--- src/sv/sle_pkg.sv ---
// Package with character codes, register indexes and shared types of the serial line editor.
package sle_pkg;

   localparam int CHAR_W = 8;
   localparam int COUNT_W = 8;
   localparam int MODE_W = 2;
   localparam int CSR_INDEX_W = 1;
   localparam int CSR_DATA_W = 8;
   localparam int ECHO_DEPTH = 3;
   localparam int NUM_W = 2;

   localparam logic [CHAR_W-1:0] CH_BS = 8'h08;
   localparam logic [CHAR_W-1:0] CH_DEL = 8'h7F;
   localparam logic [CHAR_W-1:0] CH_LF = 8'h0A;
   localparam logic [CHAR_W-1:0] CH_CR = 8'h0D;
   localparam logic [CHAR_W-1:0] CH_BEL = 8'h07;
   localparam logic [CHAR_W-1:0] CH_SP = 8'h20;
   localparam logic [CHAR_W-1:0] CH_NUL = 8'h00;

   localparam logic [MODE_W-1:0] MODE_EDIT = 2'd0;
   localparam logic [MODE_W-1:0] MODE_BELL = 2'd1;
   localparam logic [MODE_W-1:0] MODE_SIMPLE = 2'd2;
   localparam logic [MODE_W-1:0] MODE_SIMPLE_ALT = 2'd3;

   localparam logic [CSR_INDEX_W-1:0] CSR_MAX_CHARS = 1'b0;
   localparam logic [CSR_INDEX_W-1:0] CSR_EDIT_MODE = 1'b1;

   localparam logic [COUNT_W-1:0] MAX_CHARS_RESET = 8'd63;
   localparam logic [MODE_W-1:0] EDIT_MODE_RESET = MODE_EDIT;

   typedef struct packed {
      logic [NUM_W-1:0] num;
      logic [ECHO_DEPTH-1:0][CHAR_W-1:0] echo;
      logic store_valid;
      logic [COUNT_W-1:0] store_index;
      logic [CHAR_W-1:0] store_char;
      logic line_done;
      logic [COUNT_W-1:0] line_length;
   } result_set_type;

endpackage

--- src/sv/sle_if.sv ---
// Word channel interfaces for received characters and for echo results.
interface sle_req_if;
   logic valid;
   logic ready;
   logic [7:0] in_char;

   modport source (output valid, output in_char, input ready);
   modport sink (input valid, input in_char, output ready);
endinterface

interface sle_rsp_if;
   logic valid;
   logic ready;
   logic [7:0] echo_char;
   logic last;
   logic store_valid;
   logic [7:0] store_index;
   logic [7:0] store_char;
   logic line_done;
   logic [7:0] line_length;

   modport source (output valid, output echo_char, output last, output store_valid,
                   output store_index, output store_char, output line_done,
                   output line_length, input ready);
   modport sink (input valid, input echo_char, input last, input store_valid,
                 input store_index, input store_char, input line_done,
                 input line_length, output ready);
endinterface

--- src/sv/sle_decode.sv ---
// Decoder that turns one character and the line count into its echo words and next count.
module sle_decode (
   input logic [sle_pkg::CHAR_W-1:0] in_char,
   input logic [sle_pkg::COUNT_W-1:0] char_count,
   input logic [sle_pkg::COUNT_W-1:0] max_chars,
   input logic [sle_pkg::MODE_W-1:0] edit_mode,
   output sle_pkg::result_set_type result_set,
   output logic [sle_pkg::COUNT_W-1:0] next_count
);
   import sle_pkg::*;

   logic is_erase;
   logic is_eol;
   logic is_simple;
   logic at_limit;

   assign is_erase = (in_char == CH_BS) || (in_char == CH_DEL);
   assign is_eol = (in_char == CH_CR) || (in_char == CH_LF);
   assign is_simple = (edit_mode == MODE_SIMPLE) || (edit_mode == MODE_SIMPLE_ALT);
   assign at_limit = char_count >= max_chars;

   always_comb begin
      result_set = '0;
      next_count = char_count;
      priority if (is_simple) begin
         result_set.num = 2'd1;
         result_set.echo[0] = in_char;
         result_set.store_valid = 1'b1;
         result_set.store_index = char_count;
         if (is_eol || at_limit) begin
            result_set.store_char = CH_NUL;
            result_set.line_done = 1'b1;
            result_set.line_length = char_count;
            next_count = '0;
         end else begin
            result_set.store_char = in_char;
            next_count = char_count + 8'd1;
         end
      end else if (is_erase) begin
         if (edit_mode == MODE_BELL) begin
            result_set.num = 2'd1;
            result_set.echo[0] = CH_BEL;
         end else if (char_count != '0) begin
            result_set.num = 2'd3;
            result_set.echo[0] = CH_BS;
            result_set.echo[1] = CH_SP;
            result_set.echo[2] = CH_BS;
            next_count = char_count - 8'd1;
         end
      end else if (is_eol) begin
         result_set.num = 2'd2;
         result_set.echo[0] = CH_CR;
         result_set.echo[1] = CH_LF;
         result_set.store_valid = 1'b1;
         result_set.store_index = char_count;
         result_set.store_char = CH_NUL;
         result_set.line_done = 1'b1;
         result_set.line_length = char_count;
         next_count = '0;
      end else if (!at_limit) begin
         result_set.num = 2'd1;
         result_set.echo[0] = in_char;
         result_set.store_valid = 1'b1;
         result_set.store_index = char_count;
         result_set.store_char = in_char;
         next_count = char_count + 8'd1;
      end else begin
         result_set.num = 2'd1;
         result_set.echo[0] = CH_BEL;
      end
   end

endmodule

--- src/sv/serial_line_editor_top.sv ---
// Serial line editor top level: input register, decoder and echo word sequencer.
// An accepted character waits in the input register; it is decoded and registered in the result
// register once that is free, and its first echo word is offered from then on.
// Throughput: one character per cycle when each causes one word and the receiver does not stall;
// a character causing n words holds the result register until all n have moved, one word a cycle.
// Reset clears the line count and valid flags and loads max_chars 63 and edit_mode 0.
module serial_line_editor_top (
   input logic clock,
   input logic reset,
   sle_req_if.sink req_chan,
   sle_rsp_if.source rsp_chan,
   input logic csr_write_enable,
   input logic [sle_pkg::CSR_INDEX_W-1:0] csr_index,
   input logic [sle_pkg::CSR_DATA_W-1:0] csr_write_data
);
   import sle_pkg::*;

   logic [COUNT_W-1:0] max_chars_ff;
   logic [MODE_W-1:0] edit_mode_ff;
   logic [COUNT_W-1:0] char_count_ff;
   logic [COUNT_W-1:0] char_count_in;
   logic in_valid_ff;
   logic [CHAR_W-1:0] in_char_ff;
   result_set_type buf_ff;
   result_set_type buf_in;
   logic [NUM_W-1:0] pos_ff;
   logic buf_busy;
   logic buf_last;
   logic buf_free;
   logic move;
   logic req_take;
   logic rsp_take;

   sle_decode u_decode (
      .in_char (in_char_ff),
      .char_count (char_count_ff),
      .max_chars (max_chars_ff),
      .edit_mode (edit_mode_ff),
      .result_set (buf_in),
      .next_count (char_count_in)
   );

   assign buf_busy = buf_ff.num != '0;
   assign buf_last = pos_ff == (buf_ff.num - 2'd1);
   assign rsp_take = buf_busy && rsp_chan.ready;
   assign buf_free = !buf_busy || (rsp_take && buf_last);
   assign move = in_valid_ff && buf_free;
   assign req_chan.ready = !in_valid_ff || move;
   assign req_take = req_chan.valid && req_chan.ready;

   always_ff @(posedge clock) begin
      if (reset) begin
         max_chars_ff <= MAX_CHARS_RESET;
         edit_mode_ff <= EDIT_MODE_RESET;
      end else if (csr_write_enable) begin
         unique case (csr_index)
            CSR_MAX_CHARS: max_chars_ff <= csr_write_data[COUNT_W-1:0];
            CSR_EDIT_MODE: edit_mode_ff <= csr_write_data[MODE_W-1:0];
            default: ;
         endcase
      end
   end

   always_ff @(posedge clock) begin
      if (reset) begin
         in_valid_ff <= 1'b0;
      end else if (req_chan.ready) begin
         in_valid_ff <= req_chan.valid;
      end
      if (req_take) begin
         in_char_ff <= req_chan.in_char;
      end
   end

   always_ff @(posedge clock) begin
      if (reset) begin
         char_count_ff <= '0;
         buf_ff.num <= '0;
         pos_ff <= '0;
      end else if (move) begin
         char_count_ff <= char_count_in;
         buf_ff.num <= buf_in.num;
         pos_ff <= '0;
      end else if (rsp_take) begin
         if (buf_last) begin
            buf_ff.num <= '0;
            pos_ff <= '0;
         end else begin
            pos_ff <= pos_ff + 2'd1;
         end
      end
      if (move) begin
         buf_ff.echo <= buf_in.echo;
         buf_ff.store_valid <= buf_in.store_valid;
         buf_ff.store_index <= buf_in.store_index;
         buf_ff.store_char <= buf_in.store_char;
         buf_ff.line_done <= buf_in.line_done;
         buf_ff.line_length <= buf_in.line_length;
      end
   end

   assign rsp_chan.valid = buf_busy;
   assign rsp_chan.echo_char = buf_ff.echo[pos_ff];
   assign rsp_chan.last = buf_last;
   assign rsp_chan.store_valid = buf_last && buf_ff.store_valid;
   assign rsp_chan.store_index = buf_last ? buf_ff.store_index : '0;
   assign rsp_chan.store_char = buf_last ? buf_ff.store_char : '0;
   assign rsp_chan.line_done = buf_last && buf_ff.line_done;
   assign rsp_chan.line_length = buf_last ? buf_ff.line_length : '0;

endmodule

--- src/flat_wrapper.sv ---
// flat-port wrapper written by rule: the top's interface ports become plain ports
module serial_line_editor_top_flat import sle_pkg::*;
  (clock, reset, csr_write_enable, csr_index, csr_write_data, req_chan_valid, req_chan_in_char, req_chan_ready, rsp_chan_valid, rsp_chan_echo_char, rsp_chan_last, rsp_chan_store_valid, rsp_chan_store_index, rsp_chan_store_char, rsp_chan_line_done, rsp_chan_line_length, rsp_chan_ready);
  sle_req_if req_chan_i ();
  sle_rsp_if rsp_chan_i ();
  input logic clock;
  input logic reset;
  input logic csr_write_enable;
  input logic [sle_pkg::CSR_INDEX_W-1:0] csr_index;
  input logic [sle_pkg::CSR_DATA_W-1:0] csr_write_data;
  input wire logic [$bits(req_chan_i.valid)-1:0] req_chan_valid;
  input wire logic [$bits(req_chan_i.in_char)-1:0] req_chan_in_char;
  output wire logic [$bits(req_chan_i.ready)-1:0] req_chan_ready;
  output wire logic [$bits(rsp_chan_i.valid)-1:0] rsp_chan_valid;
  output wire logic [$bits(rsp_chan_i.echo_char)-1:0] rsp_chan_echo_char;
  output wire logic [$bits(rsp_chan_i.last)-1:0] rsp_chan_last;
  output wire logic [$bits(rsp_chan_i.store_valid)-1:0] rsp_chan_store_valid;
  output wire logic [$bits(rsp_chan_i.store_index)-1:0] rsp_chan_store_index;
  output wire logic [$bits(rsp_chan_i.store_char)-1:0] rsp_chan_store_char;
  output wire logic [$bits(rsp_chan_i.line_done)-1:0] rsp_chan_line_done;
  output wire logic [$bits(rsp_chan_i.line_length)-1:0] rsp_chan_line_length;
  input wire logic [$bits(rsp_chan_i.ready)-1:0] rsp_chan_ready;
  assign req_chan_i.valid = req_chan_valid;
  assign req_chan_i.in_char = req_chan_in_char;
  assign req_chan_ready = req_chan_i.ready;
  assign rsp_chan_valid = rsp_chan_i.valid;
  assign rsp_chan_echo_char = rsp_chan_i.echo_char;
  assign rsp_chan_last = rsp_chan_i.last;
  assign rsp_chan_store_valid = rsp_chan_i.store_valid;
  assign rsp_chan_store_index = rsp_chan_i.store_index;
  assign rsp_chan_store_char = rsp_chan_i.store_char;
  assign rsp_chan_line_done = rsp_chan_i.line_done;
  assign rsp_chan_line_length = rsp_chan_i.line_length;
  assign rsp_chan_i.ready = rsp_chan_ready;
  serial_line_editor_top u_core (.clock(clock), .reset(reset), .req_chan(req_chan_i), .rsp_chan(rsp_chan_i), .csr_write_enable(csr_write_enable), .csr_index(csr_index), .csr_write_data(csr_write_data));
endmodule
--- config.mk ---
export PLATFORM = sky130hd
export DESIGN_NAME = serial_line_editor_top_flat
export DESIGN_NICKNAME = d
export VERILOG_FILES = /design/src/sv/sle_pkg.sv /design/src/sv/sle_if.sv /design/src/sv/sle_decode.sv /design/src/sv/serial_line_editor_top.sv /design/src/flat_wrapper.sv
export SDC_FILE = /design/constraint.sdc
export NUM_CORES = 1
export LEC_CHECK = 0
export BUFFER_PORTS_ARGS = -buffer_cell sky130_fd_sc_hd__buf_2
export CORE_MARGIN = 4
export CORE_UTILIZATION = 25
export DETAILED_ROUTE_END_ITERATION = 8
export PLACE_DENSITY = 0.47
export SYNTH_ARGS = -nofsm -noshare
export SYNTH_HDL_FRONTEND = slang
export SYNTH_HIERARCHICAL = 1
export SYNTH_SLANG_ARGS = --single-unit
--- constraint.sdc ---
create_clock -name clock -period 7.6 [get_ports clock]
set_clock_uncertainty 0.05 [all_clocks]
set_input_delay 0.38 -clock clock [delete_from_list [all_inputs] [get_ports clock]]
set_output_delay 0.38 -clock clock [all_outputs]
set_load 0.05 [all_outputs]
==> flow_summary.yaml, run 1 <==
drt:
  post_drt_wl_per_cell_um: 14.6
  drtIter0Drc: 229
  wl_mm: 9.97
  routed_via_density: 4.55
  drc_errors: 0
  dr.pass1.iters: 4
  drtAntennaViolNets: 0
  routed-via-count: 3097
die:
  fp-row-count: 47
  io_pins: 59
  die_h_um: 140
  start_util: 0.259
  dieArea_um2: 19600
  dieWidth_um: 140
  core_area_um2: 16800
worst_setup_path:
  cp-end-kind: "register"
  crit_fanout: 41
  startpoint_type: "register"
  worstSetupPathType: "register to register"
  cp.arrival_ns: 3.19
  required_ns: 7.58
global_route:
  grt-busiest-layer: "met2"
  met1_usage: 0.147
  grt_pass1_vias: 3030
  grt_pass1_wl_mm: 16.4
  antenna_found_initial: 0
  grt_max_degree: 42
  grt_overflow_total: 0
  met2_usage: 0.153
  track_usage: 0.105
  grt.met3_usage: 0.0228
flow_run:
  maxCapViolations: 0
outcome:
  status: "finished, final reports clean"
synth:
  syn-cell-area_um2: 4350
  muxShareOfSynthArea: 0.0437
  yosys.area.top_type_share: 0.400
  syn_area_per_cell_um2: 10.7
  ys.flop_type: "edfxtp_1"
  netlist_instances: 405
  ys_warn_count: 6
  synth_most_common_cell: "edfxtp_1"
  synth_top_family_by_area: "simple AND/OR/NAND/NOR gates"
  synthArstFlopShare: 0
  synthXorXnorAreaFrac: 0.0121
  netlist-cell-type-count: 60
  synthTopCellsByArea: "edfxtp_1, dfxtp_1, and3_1"
  synth_fa_ha_area_frac: 0.0345
  synth_compound_area_frac: 0.119
  synth_common_cells: "edfxtp_1, and3_1, dfxtp_1, inv_1"
  synth-simple-area-share: 0.218
  synth-edff-count: 58
  yosys.area.top_type: "edfxtp_1"
  ys_seq_elements: 81
  ys_seq_area_frac: 0.506
sta:
  drv_slew: 0
  fmax_mhz: 312
  period_share: 0.421
  rsz0062_at_grt: "no"
  setup_slack_ns: 4.40
  setup_tns_ns: 0
  whs_ns: 0.169
  relSlewSlack: 0.350
  finalHoldViolCount: 0
  setup_viol: 0
  worst_pin_slew_ns: 0.972
  timing.final.crit_period_ns: 3.20
finish:
  fin_util: 0.303
  area_delta_synth_final_pct: 17.0
  fin_nets: 490
  drive_above_1_share: 0.184
  num_antenna_cells: 0
power:
  combPwrFrac: 0.113
  clkPwrFrac: 0.416
  seqPwrFrac: 0.470
  cellPowerDensity_nw_per_um2: 214
  switching_share: 0.245
  p_leak_uw: 0.00216
  p_int_uw: 824
  max-vdd-ir-drop_v: 0.000115
  p_switching_uw: 267
  finalPower_uw: 1090
place:
  place_ws_ns: 4.39
  hpwl_mm: 7.42
  gp_congestion: 0.840
  numPortBuffers: 58
clock_network:
  cts_inserted_buffers: 9
  cts_tree: "yes"
  clkTransAtPathRegs_ns: 0.06
  ctsHoldBuffers: 0
  cts_sinks: 81
  post_cts_resized: 0
  clock-root-buffer: "clkbuf_16"
  postCtsSetupBuffers: 0
  clockBufferDepth: 2
  clkLatencyLatePin_ns: 0.34
  h-tree-depth: 3
hold_path:
  hp-class: "primary input to register"
cell families after synthesis:
group                      Yosys count
AOI/OAI and AO/OA                   70
xor gates and xnor gates             6
adders and majority gates           12
buffers and inverters               55
DFF                                 81
muxes                               19
other                                1
and+or+nand+nor                    161
per-layer routing:
layer,vias up,share of wire
li1,1566,-
met1,1445,0.50
met2,73,0.43
met3,13,0.050
met4,0,0.021
met5,-,0
registers in the layout (all words and copies together), names as in the netlist:
signal                flops
u_core/buf_ff            52
u_core/char_count_ff      8
u_core/edit_mode_ff       2
u_core/in_char_ff         8
u_core/in_valid_ff        1
u_core/max_chars_ff       8
u_core/pos_ff             2
critical path, stage by stage (launching register included):
cell	delay (ns)
dfxtp_1	0.44
inv_1	0.08
ha_1	0.36
xnor2_1	0.43
o31a_1	0.60
clkinv_1	0.49
buf_4	0.43
power by group through the flow:
stage	sequential [µW]	clock (µW)	combinational, µW
floorplan	515	0	99.8
global placement	523	0	123
detailed placement	523	0	124
CTS	514	469	125
global route	516	486	138
finish	513	454	124
metrics by stage:
step                cell area (µm²)  cells
floorplan                      4390    416
global placement               4780    665
detailed placement             4780    665
CTS                            5090    681
global route                   5090    681
finish                         5090    681
placed cells by master, fill, tap and decap left out, types with 11 or more instances in the layout:
| cell | n |
|---|---|
| dfxtp_1 | 23 |
| edfxtp_1 | 58 |
| a21oi_1 | 11 |
| and3_1 | 31 |
| nand2_1 | 22 |
| conb_1 | 12 |
| nor2_1 | 15 |
| inv_1 | 22 |
| nand3_1 | 11 |
| buf_2 | 58 |
| mux2i_1 | 19 |
| nor2b_1 | 21 |
| nand2b_1 | 22 |
| and2_1 | 13 |
| ha_1 | 12 |
cell type report:
cell class | instances | area (µm²)
clock inverter | 6 | 82.6
timing repair buffer | 61 | 313
fill | 1785 | 11700
sequential | 81 | 2200
multi-input combinational | 280 | 1900
inverter | 23 | 86.3
clock buffer | 10 | 229
tap | 220 | 275
path summary, 6_finish.rpt:
| kind | start | to | slack [ns] | cells past startpoint |
|---|---|---|---|---|
| setup / recovery | u_core/buf_ff[50]$_SDFFE_PP0P_ | u_core/buf_ff[6]$_DFFE_PP_ | 4.40 | 6 |
| hold / removal | req_chan_in_char[2] | u_core/in_char_ff[2]$_DFFE_PP_ | 0.17 | 1 |
| setup reg to reg | u_core/buf_ff[50]$_SDFFE_PP0P_ | u_core/buf_ff[6]$_DFFE_PP_ | 4.40 | 6 |
| hold reg to reg | u_core/max_chars_ff[6]$_SDFFE_PP0P_ | u_core/max_chars_ff[6]$_SDFFE_PP0P_ | 0.45 | 2 |
Note: power is estimated with default switching activity, not from simulation.
==> run 2, diff against run 1 <==
==> constraint.sdc (replaced) <==
create_clock -name clock -period 3.1 [get_ports clock]
set_clock_uncertainty 0.05 [all_clocks]
set_input_delay 0.155 -clock clock [delete_from_list [all_inputs] [get_ports clock]]
set_output_delay 0.155 -clock clock [all_outputs]
set_load 0.05 [all_outputs]
==> run 2 against run 1 <==
Against the previous run:
- final cell count rose by 4.1%
- non-clock buffer count is 28 higher
- die area unchanged
- wire length rose by 6.1%
- first-iteration DRC count shrank 8.7%
- worst hold slack worse by 0.14 ns
- combinational power rose to 2.7 times the previous value
- clock power up 110%
- sequential cell count did not move
- sequential share of layout area fell by 1.8 points
- count of clock-buffer cells in the layout unchanged
- critical path type unchanged
- critical endpoint is now u_core/char_count_ff[0]$_SDFFE_PP0P_
- largest power group unchanged
==> flow_summary.yaml, run 2 (synthesized netlist as in run 1, its figures left out) <==
drt:
  routed-via-count: 3201
  wl_mm: 10.6
  dr.pass1.iters: 5
  drc_errors: 0
  routed_via_density: 4.51
  post_drt_wl_per_cell_um: 14.9
  drtAntennaViolNets: 0
  drtIter0Drc: 209
worst_setup_path:
  crit_fanout: 9
  cp.depth: 11
  reg2reg_from: "u_core/char_count_ff[0]$_SDFFE_PP0P_"
  required_ns: 3.27
  slowest_delay_ns: 0.64
  critical_path_buf_inv_count: 2
  setup.worst_path.end: "u_core/char_count_ff[0]$_SDFFE_PP0P_"
  cp.arrival_ns: 3.09
  startpoint_type: "register"
  reg2reg_to: "u_core/char_count_ff[0]$_SDFFE_PP0P_"
  worstSetupPathType: "register to register"
  crit_start: "u_core/char_count_ff[0]$_SDFFE_PP0P_"
  cp_top_family: "compound AO/OA/AOI/OAI gates"
  worstPathCellList: "inv_1 -> ha_1 -> nand2b_1 -> a21oi_1 -> o31ai_2 -> inv_1 -> ha_1 -> a32oi_1 -> o22ai_1 -> nand2b_1 -> mux2i_1"
  cp_slowest_cell: "o31ai_2"
  reg2reg_depth: 11
  cp-end-kind: "register"
  r2r_slack_ns: 0.18
place:
  numPortBuffers: 58
  gp_congestion: 0.828
  hpwl_mm: 7.68
finish:
  num_antenna_cells: 0
  fin_util: 0.316
  fin_nets: 518
  drive_above_1_share: 0.198
  largest_register_ffs: 52
  num-fill-cells: 1765
  mostFrequentLayoutCells: "buf_2, edfxtp_1, and3_1"
  largest_register: "u_core/buf_ff"
  area_delta_synth_final_pct: 22.1
sta:
  finalHoldViolCount: 0
  rsz0062_at_grt: "no"
  fmax_mhz: 343
  setup_viol: 0
  period_share: 0.942
  drv_slew: 0
  relSlewSlack: 0.340
  timing.final.crit_period_ns: 2.92
  worst_pin_slew_ns: 0.988
  setup_tns_ns: 0
power:
  p_leak_uw: 0.00227
  switching_share: 0.262
  combPwrFrac: 0.133
  finalPower_uw: 2550
  seqPwrFrac: 0.492
  clkPwrFrac: 0.375
  max-vdd-ir-drop_v: 0.000241
  cellPowerDensity_nw_per_um2: 479
  p_switching_uw: 668
  p_int_uw: 1880
global_route:
  track_usage: 0.109
  grt_max_degree: 51
  grt_pass1_vias: 3149
  grt-busiest-layer: "met2"
  grt_overflow_total: 0
  grt_pass1_wl_mm: 17.1
  grt.met3_usage: 0.0222
  met1_usage: 0.156
  antenna_found_initial: 0
  met2_usage: 0.158
clock_network:
  h-tree-depth: 3
  clkLatencyLatePin_ns: 0.34
  cts_tree: "yes"
  clock-root-buffer: "clkbuf_16"
  clkTransAtPathRegs_ns: 0.06
  cts_inserted_buffers: 9
  cts_sinks: 81
  postCtsSetupBuffers: 0
  clockBufferDepth: 2
die:
  core_area_um2: 16800
  dieArea_um2: 19600
  fp-row-count: 47
  start_util: 0.259
  io_pins: 59
  dieWidth_um: 140
  die_h_um: 140
flow_run:
  maxCapViolations: 0
outcome:
  status: "finished, final reports clean"
hold_path:
  hp-class: "primary input to register"
run 2: through the flow:
step | setup WS (ns) | std cells | cell area, µm² | hold WS (ns)
global route | 0.0177 | 709 | 5310 | 0.0536
global placement | 0.354 | 677 | 4890 | 0.284
detailed placement | 0.232 | 677 | 4890 | 0.283
CTS | 0.218 | 709 | 5310 | 0.00458
finish | 0.181 | 709 | 5310 | 0.0313
floorplan | 0.158 | 416 | 4400 | 0.204
run 2: what timing repair did:
item,4_1_cts,5_1_grt
gates resized for setup,0,0
hold buffers,16,0
endpoints found under the setup margin,0,0
hold endpoints to repair,16,0
run 2: power groups by stage:
| stage | clock network [µW] | registers, µW | logic [µW] |
|---|---|---|---|
| after global routing | 1040 | 1260 | 373 |
| final | 954 | 1250 | 340 |
| after global placement | 0 | 1270 | 323 |
| after floorplan | 0 | 1260 | 246 |
| after CTS | 1000 | 1250 | 343 |
| after detailed placement | 0 | 1280 | 326 |
run 2: area by class of cell:
cell class	count	area [µm²]	share of cell area
clock buffers	10	229	0.0431
clock inverters	6	33.8	0.00636
flip-flops and latches	81	2200	0.414
repair buffers	89	576	0.108
well taps	220	275	0.0518
multi-input cells	280	1910	0.360
inverters	23	86.3	0.0162
run 2: how the worst min path moves through the flow:
stage                             start                                   to  slack (ns)  cells after the start
global placement    req_chan_in_char[4]       u_core/in_char_ff[4]$_DFFE_PP_        0.28                      1
global route          csr_write_data[6]  u_core/max_chars_ff[6]$_SDFFE_PP0P_        0.05                      3
detailed placement  req_chan_in_char[4]       u_core/in_char_ff[4]$_DFFE_PP_        0.28                      1
floorplan           req_chan_in_char[0]       u_core/in_char_ff[0]$_DFFE_PP_        0.20                      0
finish                csr_write_data[6]  u_core/max_chars_ff[6]$_SDFFE_PP0P_        0.03                      3
CTS                   csr_write_data[6]  u_core/max_chars_ff[6]$_SDFFE_PP0P_       0.005                      3
run 2: per-layer routing:
layer / up-vias / wire [µm]
li1: 1617 / -
met2: 89 / 4590
met1: 1487 / 5370
met4: 0 / 131
met3: 8 / 489
met5: - / 0
run 2: worst register-to-register path, cell delays in order (launching register included):
cell	delay [ns]
dfxtp_1	0.45
inv_1	0.17
ha_1	0.30
nand2b_1	0.10
a21oi_1	0.08
o31ai_2	0.64
inv_1	0.25
ha_1	0.33
a32oi_1	0.18
o22ai_1	0.10
nand2b_1	0.09
mux2i_1	0.06
